==> config.mk <==
export PLATFORM = sky130hd
export DESIGN_NAME = nec_ir_pulse_decoder_top
export DESIGN_NICKNAME = d
export VERILOG_FILES = /design/src/hw/rtl/nir_pkg.sv /design/src/hw/rtl/nir_front.sv /design/src/hw/rtl/nir_queue.sv /design/src/hw/rtl/nir_back.sv /design/src/hw/rtl/nec_ir_pulse_decoder_top.sv
export SDC_FILE = /design/constraint.sdc
export NUM_CORES = 1
export LEC_CHECK = 0
export BUFFER_PORTS_ARGS = -buffer_cell sky130_fd_sc_hd__buf_4
export CAP_MARGIN = 5
export CORE_ASPECT_RATIO = 1.25
export CORE_MARGIN = 4
export CORE_UTILIZATION = 50
export DETAILED_ROUTE_END_ITERATION = 6
export GPL_ROUTABILITY_DRIVEN = 0
export GPL_TIMING_DRIVEN = 1
export PLACE_DENSITY_LB_ADDON = 0.2
export SLEW_MARGIN = 20
export SYNTH_ARGS = -nofsm -noshare
export SYNTH_HDL_FRONTEND = slang
export SYNTH_SLANG_ARGS = --single-unit
==> constraint.sdc <==
create_clock -name clk -period 3.8 [get_ports clk]
set_clock_uncertainty 0.15 [all_clocks]
set_input_delay 0.38 -clock clk [delete_from_list [all_inputs] [get_ports clk]]
set_output_delay 0.38 -clock clk [all_outputs]
set_load 0.05 [all_outputs]
==> src/hw/rtl/nir_pkg.sv <==
// ----------------------------------------------------------------------------
// NEC IR pulse decoder package
// Shared types, timing windows and helper functions for the decoder blocks.
// ----------------------------------------------------------------------------
package nir_pkg;

  localparam logic [15:0] LEADER_LOW_MIN  = 16'd8500;
  localparam logic [15:0] LEADER_LOW_MAX  = 16'd9500;
  localparam logic [15:0] LEADER_HIGH_MIN = 16'd4000;
  localparam logic [15:0] LEADER_HIGH_MAX = 16'd5500;
  localparam logic [15:0] REPEAT_HIGH_MIN = 16'd2000;
  localparam logic [15:0] REPEAT_HIGH_MAX = 16'd3000;
  localparam logic [15:0] MARK_MIN        = 16'd450;
  localparam logic [15:0] MARK_MAX        = 16'd650;
  localparam logic [15:0] ONE_HIGH_MIN    = 16'd1450;
  localparam logic [15:0] ONE_HIGH_MAX    = 16'd1750;
  localparam logic [7:0]  REPEAT_CAP      = 8'd250;
  localparam logic [7:0]  BYTE_ALL        = 8'hff;
  localparam logic [5:0]  FRAME_BITS      = 6'd32;
  localparam logic [15:0] HOLD_TIMEOUT_RESET = 16'd100;

  localparam int QUEUE_DEPTH = 4;
  localparam int QUEUE_PTR_W = $clog2(QUEUE_DEPTH);
  localparam int QUEUE_CNT_W = $clog2(QUEUE_DEPTH + 1);

  typedef enum logic [1:0] {
    OP_EDGE     = 2'd0,
    OP_OVERFLOW = 2'd1,
    OP_TICK     = 2'd2,
    OP_POLL     = 2'd3
  } op_t;

  typedef enum logic [1:0] {
    KEY_RELEASED = 2'd0,
    KEY_HELD     = 2'd1,
    KEY_PENDING  = 2'd2
  } key_t;

  // Which timing windows a pulse width falls into.
  typedef struct packed {
    logic leader_low;
    logic leader_high;
    logic repeat_high;
    logic mark;
    logic one_high;
  } pulse_class_t;

  typedef struct packed {
    op_t          op;
    pulse_class_t cls;
  } queue_entry_t;

  function automatic logic in_window(logic [15:0] v, logic [15:0] lo, logic [15:0] hi);
    return (v >= lo) && (v <= hi);
  endfunction

  // Low byte is the value, high byte must be its complement.
  function automatic logic [7:0] checked_byte(logic [15:0] pair);
    return ((pair[7:0] ^ pair[15:8]) == BYTE_ALL) ? pair[7:0] : 8'd0;
  endfunction

endpackage

==> src/hw/rtl/nir_front.sv <==
// ----------------------------------------------------------------------------
// NEC IR decoder front end
// Accepts items, decodes the operation and classifies the pulse width.
// ----------------------------------------------------------------------------
module nir_front (
  input  logic                  in_valid,
  output logic                  in_stall,
  input  logic [1:0]            op,
  input  logic [15:0]           pulse_time,
  input  logic                  full,
  output logic                  push,
  output nir_pkg::queue_entry_t entry
);
  import nir_pkg::*;

  assign in_stall = full;
  assign push     = in_valid && !full;

  always_comb begin
    entry.op              = op_t'(op);
    entry.cls.leader_low  = in_window(pulse_time, LEADER_LOW_MIN, LEADER_LOW_MAX);
    entry.cls.leader_high = in_window(pulse_time, LEADER_HIGH_MIN, LEADER_HIGH_MAX);
    entry.cls.repeat_high = in_window(pulse_time, REPEAT_HIGH_MIN, REPEAT_HIGH_MAX);
    entry.cls.mark        = in_window(pulse_time, MARK_MIN, MARK_MAX);
    entry.cls.one_high    = in_window(pulse_time, ONE_HIGH_MIN, ONE_HIGH_MAX);
  end

endmodule

==> src/hw/rtl/nir_queue.sv <==
// ----------------------------------------------------------------------------
// NEC IR decoder item queue
// Small register FIFO between the classifier and the decoder core.
// ----------------------------------------------------------------------------
module nir_queue (
  input  logic                  clk,
  input  logic                  rst,
  input  logic                  push,
  input  nir_pkg::queue_entry_t push_data,
  input  logic                  pop,
  output nir_pkg::queue_entry_t pop_data,
  output logic                  empty,
  output logic                  full
);
  import nir_pkg::*;

  queue_entry_t           slots [QUEUE_DEPTH];
  logic [QUEUE_PTR_W-1:0] wr_ptr;
  logic [QUEUE_PTR_W-1:0] rd_ptr;
  logic [QUEUE_CNT_W-1:0] count;

  localparam logic [QUEUE_PTR_W-1:0] PTR_LAST = QUEUE_PTR_W'(QUEUE_DEPTH - 1);

  assign empty    = (count == '0);
  assign full     = (count == QUEUE_CNT_W'(QUEUE_DEPTH));
  assign pop_data = slots[rd_ptr];

  always_ff @(posedge clk) begin
    if (push) begin
      slots[wr_ptr] <= push_data;
    end
  end

  always_ff @(posedge clk) begin
    if (rst) begin
      wr_ptr <= '0;
      rd_ptr <= '0;
      count  <= '0;
    end else begin
      if (push) begin
        wr_ptr <= (wr_ptr == PTR_LAST) ? '0 : wr_ptr + 1'b1;
      end
      if (pop) begin
        rd_ptr <= (rd_ptr == PTR_LAST) ? '0 : rd_ptr + 1'b1;
      end
      if (push && !pop) begin
        count <= count + 1'b1;
      end else if (pop && !push) begin
        count <= count - 1'b1;
      end
    end
  end

  a_no_pop_empty: assert property (@(posedge clk) disable iff (rst) !(pop && empty))
    else $error("queue popped while empty");
  a_no_push_full: assert property (@(posedge clk) disable iff (rst) !(push && full))
    else $error("queue pushed while full");

endmodule

==> src/hw/rtl/nir_back.sv <==
// ----------------------------------------------------------------------------
// NEC IR decoder core
// Executes queued items on the frame state and holds the result register.
// ----------------------------------------------------------------------------
module nir_back (
  input  logic                  clk,
  input  logic                  rst,
  input  logic                  cfg_valid,
  output logic                  cfg_ready,
  input  logic [15:0]           cfg_data,
  input  nir_pkg::queue_entry_t head,
  input  logic                  empty,
  output logic                  pop,
  output logic                  out_valid,
  input  logic                  out_stall,
  output logic [7:0]            address,
  output logic [7:0]            command,
  output logic [7:0]            repeat_count,
  output logic [1:0]            key_state
);
  import nir_pkg::*;

  logic [15:0]  hold_timeout;
  logic         edge_phase;
  logic         frame_started;
  pulse_class_t low_cls;
  pulse_class_t high_cls;
  logic [31:0]  shift_word;
  logic [5:0]   bit_index;
  logic [7:0]   repeats;
  logic [7:0]   repeats_seen;
  key_t         key_flag;
  logic [15:0]  hold_ticks;
  logic [7:0]   latched_address;
  logic [7:0]   latched_command;

  logic         edge_phase_next;
  logic         frame_started_next;
  pulse_class_t low_cls_next;
  pulse_class_t high_cls_next;
  logic [31:0]  shift_word_next;
  logic [5:0]   bit_index_next;
  logic [7:0]   repeats_next;
  logic [7:0]   repeats_seen_next;
  key_t         key_flag_next;
  logic [15:0]  hold_ticks_next;
  logic [7:0]   latched_address_next;
  logic [7:0]   latched_command_next;
  logic [15:0]  ticks_inc;

  assign cfg_ready = 1'b1;
  // State only advances when the result slot is free, so the outputs can
  // come straight from the state registers.
  assign pop          = !empty && (!out_valid || !out_stall);
  assign address      = latched_address;
  assign command      = latched_command;
  assign repeat_count = repeats_seen;
  assign key_state    = key_flag;
  assign ticks_inc    = hold_ticks + 16'd1;

  always_comb begin
    edge_phase_next      = edge_phase;
    frame_started_next   = frame_started;
    low_cls_next         = low_cls;
    high_cls_next        = high_cls;
    shift_word_next      = shift_word;
    bit_index_next       = bit_index;
    repeats_next         = repeats;
    repeats_seen_next    = repeats_seen;
    key_flag_next        = key_flag;
    hold_ticks_next      = hold_ticks;
    latched_address_next = latched_address;
    latched_command_next = latched_command;
    case (head.op)
      OP_EDGE: begin
        edge_phase_next = ~edge_phase;
        if (!edge_phase_next) begin
          low_cls_next = head.cls;
        end else if (frame_started) begin
          high_cls_next = head.cls;
        end else begin
          frame_started_next = 1'b1;
        end
        if (low_cls_next.leader_low && high_cls_next.leader_high) begin
          shift_word_next = '0;
          repeats_next    = '0;
          bit_index_next  = '0;
        end else if (low_cls_next.leader_low && high_cls_next.repeat_high) begin
          repeats_next = (repeats < REPEAT_CAP) ? repeats + 8'd1 : REPEAT_CAP;
        end
        if (edge_phase_next && low_cls_next.mark) begin
          if (high_cls_next.mark) begin
            shift_word_next[bit_index_next[4:0]] = 1'b0;
            bit_index_next = bit_index_next + 6'd1;
          end else if (high_cls_next.one_high) begin
            shift_word_next[bit_index_next[4:0]] = 1'b1;
            bit_index_next = bit_index_next + 6'd1;
          end
        end
        if (bit_index_next >= FRAME_BITS) begin
          bit_index_next = '0;
          key_flag_next  = KEY_HELD;
        end
      end
      OP_OVERFLOW: begin
        // A zero width matches no window, so cleared classes stand for zero.
        edge_phase_next    = 1'b0;
        frame_started_next = 1'b0;
        low_cls_next       = '0;
        high_cls_next      = '0;
      end
      OP_TICK: begin
        if (key_flag == KEY_HELD) begin
          if (ticks_inc > hold_timeout) begin
            hold_ticks_next = '0;
            key_flag_next   = KEY_PENDING;
          end else begin
            hold_ticks_next = ticks_inc;
          end
        end
      end
      OP_POLL: begin
        latched_address_next = checked_byte(shift_word[15:0]);
        latched_command_next = checked_byte(shift_word[31:16]);
        if (repeats != repeats_seen) begin
          key_flag_next     = KEY_HELD;
          repeats_seen_next = repeats;
        end else begin
          key_flag_next = KEY_RELEASED;
        end
      end
      default: begin
      end
    endcase
  end

  always_ff @(posedge clk) begin
    if (rst) begin
      hold_timeout    <= HOLD_TIMEOUT_RESET;
      out_valid       <= 1'b0;
      edge_phase      <= 1'b0;
      frame_started   <= 1'b0;
      low_cls         <= '0;
      high_cls        <= '0;
      shift_word      <= '0;
      bit_index       <= '0;
      repeats         <= '0;
      repeats_seen    <= '0;
      key_flag        <= KEY_RELEASED;
      hold_ticks      <= '0;
      latched_address <= '0;
      latched_command <= '0;
    end else begin
      if (cfg_valid && cfg_ready) begin
        hold_timeout <= cfg_data;
      end
      if (pop) begin
        out_valid       <= 1'b1;
        edge_phase      <= edge_phase_next;
        frame_started   <= frame_started_next;
        low_cls         <= low_cls_next;
        high_cls        <= high_cls_next;
        shift_word      <= shift_word_next;
        bit_index       <= bit_index_next;
        repeats         <= repeats_next;
        repeats_seen    <= repeats_seen_next;
        key_flag        <= key_flag_next;
        hold_ticks      <= hold_ticks_next;
        latched_address <= latched_address_next;
        latched_command <= latched_command_next;
      end else if (!out_stall) begin
        out_valid <= 1'b0;
      end
    end
  end

  a_bit_index_range: assert property (@(posedge clk) disable iff (rst) bit_index < FRAME_BITS)
    else $error("bit index left the frame range");
  a_repeats_cap: assert property (@(posedge clk) disable iff (rst) repeats <= REPEAT_CAP)
    else $error("repeat counter above its cap");
  a_pop_gives_result: assert property (@(posedge clk) disable iff (rst) pop |=> out_valid)
    else $error("executed item produced no result");

endmodule

==> src/hw/rtl/nec_ir_pulse_decoder_top.sv <==
// A result is registered in the core after its item has been stored in the queue.
// Throughput: the core executes one queued item per cycle unless out_stall holds a result.
// The four-entry queue lets the input keep flowing for four items while the output stalls.
// Reset (rst, synchronous) clears the queue, the frame state, the result register
// and sets the hold timeout to 100 ticks.
// ----------------------------------------------------------------------------
// NEC IR pulse decoder
// Decodes NEC infrared frames from captured pulse widths and key polls.
// ----------------------------------------------------------------------------
module nec_ir_pulse_decoder_top (
  input  logic        clk,
  input  logic        rst,
  input  logic        cfg_valid,
  output logic        cfg_ready,
  input  logic [15:0] cfg_data,
  input  logic        in_valid,
  output logic        in_stall,
  input  logic [1:0]  op,
  input  logic [15:0] pulse_time,
  output logic        out_valid,
  input  logic        out_stall,
  output logic [7:0]  address,
  output logic [7:0]  command,
  output logic [7:0]  repeat_count,
  output logic [1:0]  key_state
);
  import nir_pkg::*;

  queue_entry_t push_entry;
  queue_entry_t head_entry;
  logic         push;
  logic         pop;
  logic         empty;
  logic         full;

  nir_front u_front (
    .in_valid   (in_valid),
    .in_stall   (in_stall),
    .op         (op),
    .pulse_time (pulse_time),
    .full       (full),
    .push       (push),
    .entry      (push_entry)
  );

  nir_queue u_queue (
    .clk       (clk),
    .rst       (rst),
    .push      (push),
    .push_data (push_entry),
    .pop       (pop),
    .pop_data  (head_entry),
    .empty     (empty),
    .full      (full)
  );

  nir_back u_back (
    .clk          (clk),
    .rst          (rst),
    .cfg_valid    (cfg_valid),
    .cfg_ready    (cfg_ready),
    .cfg_data     (cfg_data),
    .head         (head_entry),
    .empty        (empty),
    .pop          (pop),
    .out_valid    (out_valid),
    .out_stall    (out_stall),
    .address      (address),
    .command      (command),
    .repeat_count (repeat_count),
    .key_state    (key_state)
  );

endmodule

* Word level (Yosys, flattened, before mapping) *
Memories as Yosys holds them, arrays and structs flattened. A register that Yosys moved wholly into a read port is not among the register bits.
Index checks and enable logic that the tools add are counted.

storage, ports and cells
  flip-flop bits (word level) = 120
  latch bits = 0
  RAM bits = 28
  memory bits (read-only) = 0
  output and inout port bits = 29
  word-level logic and storage cells = 144
  memories = 1

memories
  memory         depth  width  rd ports  clocked after memory_dff  write ports  line             source
  u_queue.slots  4      7      1         1                         1            nir_queue.sv:17  queue_entry_t slots [QUEUE_DEPTH];

operators by class
  add/subtract/negate cells = 7
  $mul = 0
  div/mod/pow operators = 0
  order comparisons = 15
  eq/ne operators = 15
  shift operators = 0
  mux-type cells = 45
  bitwise gates (word level) = 6
  reductions and logical operators = 34

operators with widths
  cell                                                   count
  2-to-1 mux 32 bit                                      5
  2-to-1 mux 6 bit                                       7
  2-to-1 mux 8 bit                                       5
  AND 32 bit                                             1
  >= comparator 16 x 11 -> 1 bit, second input constant  2
  inverter 32 bit                                        1
  OR 32 bit                                              1
  adder 16 x 1 -> 16 bit, second input constant          1
  equality test 8 bit, second input constant             2
  >= comparator 16 x 12 -> 1 bit, second input constant  1
  >= comparator 16 x 14 -> 1 bit, second input constant  1
  >= comparator 16 x 9 -> 1 bit, second input constant   1
  greater-than comparator 16 bit                         1
  <= comparator 16 x 10 -> 1 bit, second input constant  1
  <= comparator 16 x 11 -> 1 bit, second input constant  1
  <= comparator 16 x 12 -> 1 bit, second input constant  1
  <= comparator 16 x 13 -> 1 bit, second input constant  1
  <= comparator 16 x 14 -> 1 bit, second input constant  1
  2-to-1 mux 16 bit                                      1
  bitwise XOR 8 bit                                      2
  2-to-1 mux 2 bit                                       7
  logical AND 1 bit                                      13
  2-to-1 mux 4 bit                                       3
  AND reduction 3 bit                                    4
  32 further kinds                                       58

* Longest topological paths before layout *
Gate-level depths: netlist of the first run.

  word-level depth = 14
  gate-level depth with buffers = 14
  depth with buffers taken out = 12

* Cells and area by module *
A second synthesis of the first run with hierarchy kept.

second synthesis, totals
  cells, all modules = 842
  area total of the unflattened synthesis = 7,747.4 um2

modules (own cells, without submodules)
  module     instances  cells an instance  area each (um2)
  nir_back   1          686                5,808.1
  nir_queue  1          81                 1,453.9
  nir_front  1          75                 485.5

* Worst setup path before layout of the first run *
No wires, ideal clock.

  path type = reg2reg
  start = register u_back.hold_ticks[2]
  end = register u_back.hold_ticks[10]
  setup time = 0.082 ns
  data arrival time = 3.197 ns
  path slack = 0.371 ns
  stages on the path, launching flop included = 11
  buffers on the path = 0
  clock period less this slack = 3.429 ns
  path through = dfxtp_1 -> nand3_1 -> nor2_1 -> nand4_1 -> o21ai_0 -> nand2_1 -> ha_1 -> nand4_1 -> nor4_1 -> o21ai_1 -> o211ai_1

between the ends
  word-level cells in the longest chain between the ends = 3

ends and longest elaborated chain
  what                            line             source
  start: declaration              nir_back.sv:33   logic [15:0] hold_ticks;
  start signal: assignment        nir_back.sv:168  hold_ticks <= hold_ticks_next;
  adder 16 x 1 -> 16 bit *        nir_back.sv:59   assign ticks_inc = hold_ticks + 16'd1;
  greater-than comparator 16 bit  nir_back.sv:114  if (ticks_inc > hold_timeout) begin
  2-to-1 mux 16 bit *             nir_back.sv:114

Every way passes the cells marked *; elsewhere a longest branch is shown, timed or not.
A chain may end at the register's enable or synchronous reset.

* Worst setup path after layout of the first run *
  start = register u_back.hold_ticks[0]
  end = register u_back.key_flag[0] (netlist: u_back.key_state[0])

between the ends
  word-level cells in the longest chain between the ends = 4

ends and longest elaborated chain
  what                                             line             source
  adder 16 x 1 -> 16 bit                           nir_back.sv:59
  greater-than comparator 16 bit                   nir_back.sv:114
  inequality test 2 x 1 -> 1 bit (no source line)  --
  AND reduction 5 bit (no source line)             --
  end signal: assignment                           nir_back.sv:167  key_flag <= key_flag_next;
  end: declaration                                 nir_back.sv:32   key_t key_flag;

No other way between the ends.

==> results of run 1 <==
## flip-flops by register name (all words and copies together) (netlist names), named ones only
signal / cells
u_back.shift_word: 32
u_queue.slots: 28
u_back.hold_ticks: 16
u_back.hold_timeout: 16
u_back.address: 8
u_back.command: 8
u_back.repeat_count: 8
u_back.repeats: 8
u_back.bit_index: 6
u_back.high_cls: 4
u_queue.count: 3
u_back.key_state: 2
u_back.low_cls: 2
u_queue.rd_ptr: 2
u_queue.wr_ptr: 2
u_back.edge_phase: 1
u_back.frame_started: 1
u_back.out_valid: 1
## metal layers
metal / GRT usage (%) / vias up / share of wire [%]
met5: 0 / - / 0
met4: 7.884 / 0 / 2.1
met3: 3.774 / 30 / 3.7
met2: 36.18 / 168 / 51
met1: 25.73 / 3115 / 43
li1: - / 3218 / -
## cells by family after synthesis
family          synth area share, %
simple gates                  21.31
compound gates                16.99
flops                         42.55
buf+inv                       4.248
xor+xnor                      4.654
mux                           6.048
fa+ha+maj                     4.151
other cells                 0.04860
## cells in the final DEF (no fill, tap or decap), types with 6 or more instances in the layout
cell type  netlist  layout
ha_1            24      24
a31oi_1          6       6
or3_1            7       7
xor2_1          23      23
a21o_1           7       7
dfxtp_1        122     122
edfxtp_1        28      28
o21ai_0         21      21
nor3_1          22      22
and2_1           6       6
nand4_1         17      17
a21oi_1         46      46
inv_1           26      26
nor4_1           8       7
mux4_2           6       6
clkbuf_16        0      17
o211ai_1        31      31
a211oi_1         8       8
nand3_1         38      38
nand2_1        102     102
and3_1          10      10
nor2b_1          6       6
mux2i_1         32      32
a32o_1          28      28
xnor2_1         18      18
nor2_1          74      74
nand2b_1        11      11
buf_4            2      87
## layout make-up
type / count / area [um^2] / area share [%]
clock buffer: 20 / 446.7 / 4.948
tap: 208 / 260.3 / 2.883
clock inverter: 12 / 151.4 / 1.677
sequential: 150 / 3283 / 36.37
multi-input combinational: 618 / 4111 / 45.54
timing repair buffer: 89 / 673.1 / 7.457
inverter: 27 / 101.3 / 1.123
## critical path, cell delays in order (launching register included)
cell	delay, ns
dfxtp_1	0.43
ha_1	0.27
and3_1	0.25
and4_1	0.29
nand3_1	0.12
xnor2_1	0.17
ha_1	0.32
nand4_1	0.21
a2111o_1	0.45
o2111a_1	0.18
or4_1	0.51
o2111a_1	0.14
## report_power, final
| group | switching [mW] | internal (mW) | total, mW | leakage (nW) |
|---|---|---|---|---|
| Combinational | 0.513 | 0.314 | 0.827 | 1.85 |
| Clock | 0.661 | 1.05 | 1.71 | 0.283 |
| Sequential | 0.104 | 1.71 | 1.82 | 1.23 |
| Total | 1.28 | 3.08 | 4.36 | 3.37 |
## through the flow
step           hold WS, ns  area [um^2]  cells
3_5_place_dp        0.2954         8409   1090
2_1_floorplan       0.3038         7716    845
3_3_place_gp        0.2893         8409   1090
5_1_grt            0.04114         9027   1124
6_report           0.02456         9027   1124
4_1_cts            0.01364         9027   1124
## worst paths after layout
kind | from | to | slack [ns] | cells after the start
worst min-delay path | cfg_data[6] | u_back.hold_timeout[6] | 0.02 | 3
worst min register to register | u_back.command[0] | u_back.command[0] | 0.30 | 2
worst max-delay path | u_back.hold_ticks[0] | u_back.key_state[0] | 0.19 | 11
worst max register to register | u_back.hold_ticks[0] | u_back.key_state[0] | 0.19 | 11
## cell usage after synthesis (3+ instances only)
cell      instances
nand3b_1          4
o211ai_1         31
nor3_2            3
ha_1             24
nor3b_1           3
and4_1            4
edfxtp_1         28
nand4_1          17
a22oi_1           4
a21o_1            7
o21ai_0          21
nor2b_1           6
nand2b_1         11
nand2_1         102
clkbuf_1         40
nor2_1           74
dfxtp_1         122
or3_1             7
mux2i_1          32
a21oi_1          46
and3_1           10
nor3_1           22
buf_1             3
o31ai_1           4
inv_1            26
o2111a_1          3
a31oi_1           6
nor4_1            8
a32oi_1           4
or4_1             3
buf_6             4
nand3_1          38
and2_1            6
xor2_1           23
a211oi_1          8
a32o_1           28
xnor2_1          18
mux4_2            6
==> run_results.csv, run 1 <==
group,metric,value,unit
power,p_leak,3.365,nW
sta,max_slew_margin,28.37,%
detailed_routing,via_per_inst,5.810,
floorplan,die_y,146.9,um
yosys,yosys-top-cells-area,"dfxtp_1 32%, edfxtp_1 11%, nand2_1 5.0%, mux2i_1 4.2%, ha_1 3.9%",
yosys,synthesis.nets,909,
power,peakVddDrop,0.0004975,V
grt,grt_pass1_vias,6354,
yosys,yosys_warnings,0,
yosys,syn_area_per_cell,9.132,um^2
grt,antenna_found_initial,0,
sta,fin_ws,0.1927,ns
floorplan,core_area,0.01508,mm^2
sta,rsz0062_at_grt,"no",
setup_path,crit_type,"reg2reg",
grt,grtUsageTotal,20.86,%
setup_path,end_kind,"flip-flop",
setup_path,startpoint_type,"flip-flop",
yosys,ys_ff_latch,150,
clock_network,htree_levels,4,
floorplan,io_pins,68,
power,power.density,482.6,mW/mm^2
detailed_routing,wl_per_cell,16.21,um
sta,final-setup-viol-count,0,
clock_network,clkLatencyLatePin,0.42,ns
clock_network,cts_setup_buffers,0,
yosys,yosys.area.top_type,"dfxtp_1",
clock_network,hold_buffers,2,
floorplan,start_util,51.18,%
run,drv_cap,0,
yosys,postSynth.asyncResetShare,0,%
placement,dp_slack,0.2995,ns
detailed_routing,route.detailed.drc,0,
placement,dp_hpwl,12850,um
detailed_routing,wl,18220,um
final_layout,nets,967,
power,power.total,4.357,mW
run_status,status,"finished, final reports clean",
clock_network,clock-root-buffer,"clkbuf_16",
grt,grt_pass1_wl,30250,um
sta,hold_viol,0,
clock_network,cts_resized,0,
final_layout,fillCellCount,1301,
setup_path,cp.required,3.97,ns
clock_network,cts_buffers,17,
setup_path,arrival,3.77,ns
detailed_routing,dr.pass1.iters,5,
detailed_routing,ant_nets,0,
yosys,synthCells,845,
clock_network,clock-sinks,150,
final_layout,area_growth,16.99,%
setup_path,crit_fanout,6,
yosys,synth_cell_type_count,69,
clock_network,cts_tree,"done",
final_layout,final_layout_size_suffix_gt1_share,15.17,%
final_layout,num_antenna_cells,0,
clock_network,clk_pin_slew,0.06,ns
sta,timing.setup.tns,0,ns
sta,period_share,94.93,%
yosys,ys.flop_type,"dfxtp_1",
sta,period_needed,3.607,ns
final_layout,final_util,59.88,%
detailed_routing,vias,6531,
floorplan,rows,50,
floorplan,die_w,119.1,um
placement,portBuffers,66,
yosys,synth.cell_area,0.007716,mm^2
detailed_routing,drt_iter0_drc,568,
yosys,ys_seq_area_share,42.55,%
min_path,hold_path.class,"in2reg",
grt,grt_overflow,0,
grt,grt_max_degree,78,
sta,slew_violations,0,
floorplan,dieArea,0.01750,mm^2
sta,max_freq,277.2,MHz
yosys,synth-edff-count,28,
sta,tightest_slew,1.058,ns
yosys,synth_top_area_share,31.65,%
clock_network,clk_path_buf_depth,2,
Power figures use the tool's default switching activity.
==> run 2: changes to the inputs <==
--- a/config.mk
+++ b/config.mk
@@ -5,16 +5,16 @@
 export SDC_FILE = /design/constraint.sdc
 export NUM_CORES = 1
 export LEC_CHECK = 0
-export BUFFER_PORTS_ARGS = -buffer_cell sky130_fd_sc_hd__buf_4
 export CAP_MARGIN = 5
 export CORE_ASPECT_RATIO = 1.25
 export CORE_MARGIN = 4
 export CORE_UTILIZATION = 50
 export DETAILED_ROUTE_END_ITERATION = 6
-export GPL_ROUTABILITY_DRIVEN = 0
+export DONT_BUFFER_PORTS = 1
 export GPL_TIMING_DRIVEN = 1
 export PLACE_DENSITY_LB_ADDON = 0.2
 export SLEW_MARGIN = 20
 export SYNTH_ARGS = -nofsm -noshare
 export SYNTH_HDL_FRONTEND = slang
 export SYNTH_SLANG_ARGS = --single-unit
+export TNS_END_PERCENT = 20
==> run 2 against run 1 <==
  * Worst hold slack improved by 0.022 ns
  * Via count barely moved
  * Cell count fell by 2.5%
  * Register-to-register slack improved by 0.09 ns
  * Maximum frequency rose by 2.5%
  * Highest routed layer unchanged
==> run_results.csv, run 2 (synthesis gave the netlist of run 1 again) <==
group,metric,value,unit
power,swShare,31.31,%
setup_path,cp_num_buf_inv,0,
power,power.density,472.0,mW/mm^2
grt,grtUsageTotal,21.81,%
grt,grt_overflow,0,
sta,timing.hold.ws,0.04692,ns
floorplan,start_util,51.18,%
final_layout,layout_common_cells,"122 x dfxtp_1, 102 x nand2_1, 74 x nor2_1",
setup_path,path_delay_family,"simple AND/OR/NAND/NOR gates",
setup_path,crit_type,"reg2reg",
setup_path,crit_fanout,6,
run_status,status,"finished, final reports clean",
placement,dp_hpwl,13030,um
final_layout,num_antenna_cells,0,
min_path,hold_path.class,"in2reg",
final_layout,final_layout_size_suffix_gt1_share,9.234,%
clock_network,cts_tree,"done",
detailed_routing,wl_per_cell,17.32,um
floorplan,rows,50,
placement,dp_slack,0.2946,ns
sta,period_share,92.66,%
clock_network,clk_path_buf_depth,2,
sta,slew_violations,0,
grt,grt_pass1_vias,6356,
detailed_routing,via_per_inst,5.957,
sta,fin_ws,0.2790,ns
power,p_int,2.875,mW
final_layout,largest_registers,"u_back.shift_word x32, u_queue.slots x28",
clock_network,clock-sinks,150,
power,power.total,4.186,mW
power,p_leak,3.162,nW
setup_path,cp.required,3.96,ns
final_layout,fillCellCount,1275,
clock_network,clk_pin_slew,0.06,ns
sta,period_needed,3.521,ns
sta,max_freq,284.0,MHz
clock_network,clkLatencyLatePin,0.42,ns
sta,max_slew_margin,32.85,%
clock_network,cts_resized,0,
floorplan,dieArea,0.01750,mm^2
detailed_routing,dr.pass1.iters,5,
clock_network,cts_buffers,17,
grt,met2_usage,37.06,%
detailed_routing,vias,6529,
grt,grt_pass1_wl,31240,um
grt,use_met1,25.87,%
sta,timing.setup.tns,0,ns
final_layout,nets,939,
run,drv_cap,0,
final_layout,largest_reg_flops,32,
clock_network,clock-root-buffer,"clkbuf_16",
placement,portBuffers,0,
detailed_routing,wl,18980,um
floorplan,die_w,119.1,um
grt,antenna_found_initial,0,
setup_path,path_cells,"ha_1, and3_1, and4_1, nand3_1, xnor2_1, ha_1, nand4_1, a2111o_1, o2111a_1, or4_1, o2111a_1",
clock_network,htree_levels,4,
placement,gp_congestion,0.8389,
power,comb_power_share,18.9,%
setup_path,arrival,3.69,ns
grt,top_usage_layer,"met2",
setup_path,end_kind,"flip-flop",
detailed_routing,drt_iter0_drc,450,
power,power_frac_clock,36.9,%
floorplan,io_pins,68,
floorplan,die_y,146.9,um
sta,tightest_slew,0.9916,ns
final_layout,layout_commonest_cell,"dfxtp_1",
setup_path,startpoint_type,"flip-flop",
final_layout,area_growth,14.95,%
detailed_routing,ant_nets,0,
sta,final-setup-viol-count,0,
sta,rsz0062_at_grt,"no",
grt,grt_max_degree,74,
sta,hold_viol,0,
power,peakVddDrop,0.0004017,V
power,p_sw,1.311,mW
setup_path,crit_path_top_delay_cell,"or4_1",
power,power_frac_seq,44.2,%
detailed_routing,route.detailed.drc,0,
grt,grt_use_met3,5.160,%
setup_path,critPathMaxStageDelay,0.51,ns
final_layout,top_register,"u_back.shift_word",
floorplan,core_area,0.01508,mm^2
## run 2: cell types whose count changed in the layout (fill, tap and decap cells not counted), moves of 2 or more
| cell | previous run | this run |
|---|---|---|
| buf_4 | 87 | 27 |
| bufinv_16 | 3 | 0 |
| clkbuf_1 | 2 | 0 |
| clkinv_2 | 2 | 0 |
| clkinv_4 | 0 | 4 |
| dlygate4sd3_1 | 2 | 33 |
| inv_4 | 2 | 0 |
| inv_6 | 1 | 3 |
| inv_8 | 0 | 2 |
## run 2: routing by layer
metal  vias to the layer above  routed length [um]
met5                         -                   0
met4                         0                 598
met3                        41                 895
met2                       179                9487
met1                      3139                8003
li1                       3170                   -
## run 2: what timing repair did
action	4_1_cts	5_1_grt
endpoints found under the setup margin	0	12
hold buffers	34	0
setup buffers	0	3
endpoints found under the hold margin	86	0
## run 2: per-stage QoR
step / cell area [um^2] / std cells / utilization [%]
final: 8870 / 1096 / 58.83
after global placement: 7941 / 1027 / 52.67
after global routing: 8870 / 1096 / 58.83
after detailed placement: 7941 / 1027 / 52.67
after floorplan: 7716 / 845 / -
after CTS: 8847 / 1093 / 58.68
## run 2: layout make-up
cell class,instances,area (um^2),share of cell area (%)
Tap cell,208,260.3,2.934
Clock inverter,15,122.6,1.382
Multi-Input combinational cell,618,4116,46.41
Clock buffer,17,425.4,4.796
Timing Repair Buffer,61,560.5,6.320
Sequential cell,150,3283,37.02
Inverter,27,101.3,1.143
## run 2: path summary, 6_finish.rpt
kind	to	depth (start not counted)	from	slack, ns
setup / recovery	u_back.key_state[0]	11	u_back.hold_ticks[0]	0.28
hold / removal	u_queue.slots[3][3]	1	pulse_time[15]	0.05
setup reg to reg	u_back.key_state[0]	11	u_back.hold_ticks[0]	0.28
hold reg to reg	u_back.high_cls[2]	2	u_back.high_cls[2]	0.34
## run 2: worst reg2reg max path: stages, from the launching register on
cell and delay [ns]:
dfxtp_1 0.44, ha_1 0.26, and3_1 0.25, and4_1 0.27, nand3_1 0.12, xnor2_1 0.18, ha_1 0.31, nand4_1 0.18
a2111o_1 0.42, o2111a_1 0.18, or4_1 0.51, o2111a_1 0.15
## run 2: power groups by stage
stage / sequential [mW] / combinational [mW] / clock [mW]
2_1_floorplan: 1.82 / 0.634 / 0
3_3_place_gp: 1.88 / 0.700 / 0
3_5_place_dp: 1.89 / 0.731 / 0
4_1_cts: 1.85 / 0.788 / 1.58
5_1_grt: 1.87 / 0.872 / 1.65
6_report: 1.85 / 0.790 / 1.55
==> run 3: changes to the inputs <==
--- a/config.mk
+++ b/config.mk
@@ -6,12 +6,12 @@
 export NUM_CORES = 1
 export LEC_CHECK = 0
 export CAP_MARGIN = 5
-export CORE_ASPECT_RATIO = 1.25
 export CORE_MARGIN = 4
 export CORE_UTILIZATION = 50
 export DETAILED_ROUTE_END_ITERATION = 6
 export DONT_BUFFER_PORTS = 1
 export GPL_TIMING_DRIVEN = 1
+export HOLD_SLACK_MARGIN = 0.1
 export PLACE_DENSITY_LB_ADDON = 0.2
 export SLEW_MARGIN = 20
 export SYNTH_ARGS = -nofsm -noshare
==> run 3 against run 2 <==
  * First-iteration DRC count rose by 7.8%
  * Utilization fell by 0.23 points
  * Worst hold slack improved by 0.097 ns
==> run_results.csv, run 3 (synthesis gave the netlist of run 1 again) <==
group,metric,value,unit
run_status,status,"finished, final reports clean",
final_layout,top_register,"u_back.shift_word",
sta,max_slew_margin,47.87,%
setup_path,critPathMaxStageDelay,0.44,ns
detailed_routing,ant_nets,0,
floorplan,rows,45,
final_layout,fin_cells,1076,
setup_path,crit_fanout,11,
detailed_routing,wl,18640,um
sta,timing.hold.ws,0.1437,ns
floorplan,io_pins,68,
clock_network,hold_buffers,36,
final_layout,layout_common_cells,"122 x dfxtp_1, 102 x nand2_1, 74 x nor2_1",
sta,slew_violations,0,
min_path,hold_path.class,"in2reg",
setup_path,startpoint_type,"flip-flop",
placement,place_inst,1007,
detailed_routing,via_per_inst,6.080,
clock_network,cts_tree,"done",
clock_network,clk_pin_slew,0.07,ns
final_layout,multi_input_area,0.004124,mm^2
sta,timing.setup.tns,0,ns
clock_network,htree_levels,4,
setup_path,cp_num_buf_inv,2,
run,drv_cap,0,
detailed_routing,route.detailed.drc,0,
final_layout,area_growth,15.02,%
setup_path,end_kind,"flip-flop",
sta,fin_ws,0.2629,ns
detailed_routing,wl_per_cell,17.33,um
final_layout,final_layout_size_suffix_gt1_share,9.132,%
sta,hold_viol,0,
placement,gp_congestion,0.8530,
power,peakVddDrop,0.0004210,V
final_layout,nets,938,
detailed_routing,drt_iter0_drc,485,
floorplan,start_util,50.95,%
sta,tightest_slew,0.7790,ns
grt,antenna_found_initial,1,
setup_path,path_delay_family,"compound AO/OA/AOI/OAI gates",
grt,grtUsageTotal,21.47,%
final_layout,largest_reg_flops,32,
clock_network,clk_path_buf_depth,2,
grt,grt_pass1_vias,6195,
grt,grt_max_degree,74,
floorplan,die_y,132.2,um
final_layout,layout_commonest_cell,"dfxtp_1",
final_layout,final_util,58.60,%
sta,max_freq,282.7,MHz
detailed_routing,dr.pass1.iters,5,
detailed_routing,vias,6542,
clock_network,cts_setup_buffers,0,
clock_network,cts_buffers,17,
setup_path,path_cells,"ha_1, and3_1, and4_1, nand3_1, xnor2_1, ha_1, nand4_1, a2111o_1, o2111a_1, buf_4, o21ai_1, buf_4, o211ai_1",
clock_network,clkLatencyLatePin,0.43,ns
final_layout,largest_registers,"u_back.shift_word x32, u_queue.slots x28",
clock_network,cts_resized,0,
setup_path,crit_path_top_delay_cell,"a2111o_1",
floorplan,dieArea,0.01748,mm^2
floorplan,die_w,132.2,um
sta,period_needed,3.537,ns
clock_network,clock-sinks,150,
final_layout,regArea,0.003283,mm^2
sta,final-setup-viol-count,0,
setup_path,cp.required,3.94,ns
sta,period_share,93.08,%
setup_path,crit_type,"reg2reg",
placement,portBuffers,0,
power,power.density,478.7,mW/mm^2
final_layout,fillCellCount,1296,
grt,grt_pass1_wl,31060,um
grt,grt_overflow,0,
power,p_leak,3.176,nW
sta,rsz0062_at_grt,"no",
clock_network,clock-root-buffer,"clkbuf_16",
floorplan,core_area,0.01515,mm^2
placement,dp_slack,0.3172,ns
setup_path,arrival,3.68,ns
placement,dp_hpwl,12620,um
## run 3: changes by cell type in the layout (fill, tap and decap cells not counted), sizes merged
cell         previous run  this run
dlygate4sd3            33        35
diode                   0         1
bufinv                  0         1
buf                    28        25
clkinvlp                5         4
## run 3: worst paths after layout
check                        from                     to  slack (ns)  cells after the start
max          u_back.hold_ticks[0]  u_back.hold_ticks[10]        0.26                     13
min                pulse_time[13]    u_queue.slots[1][4]        0.14                      1
max reg2reg  u_back.hold_ticks[0]  u_back.hold_ticks[10]        0.26                     13
min reg2reg    u_back.high_cls[2]     u_back.high_cls[2]        0.34                      2
## run 3: stage by stage
step	power, mW	cell area [um^2]
floorplan	2.454	7716
global placement	2.575	7916
detailed placement	2.609	7916
CTS	4.281	8865
global route	4.461	8875
finish	4.248	8875
## run 3: area by class of cell
| class | instances | share of cell area [%] |
|---|---|---|
| diodes | 1 | 0.02820 |
| clock buffers | 17 | 4.793 |
| inverters | 27 | 1.142 |
| flip-flops and latches | 150 | 36.99 |
| repair buffers | 60 | 6.288 |
| multi-input cells | 618 | 46.47 |
| well taps | 188 | 2.651 |
| clock inverters | 15 | 1.635 |
## run 3: per-layer routing
metal | up-vias | global-route usage [%] | wire, um
li1 | 3182 | - | -
met1 | 3134 | 28.01 | 8421
met2 | 192 | 34.44 | 8832
met3 | 34 | 5.802 | 947
met4 | 0 | 7.679 | 444
met5 | - | 0 | 0
## run 3: power by group
part           switching (mW)  internal, mW
combinational           0.481         0.317
clock                   0.700         0.913
sequential              0.123          1.71
total                    1.30          2.94
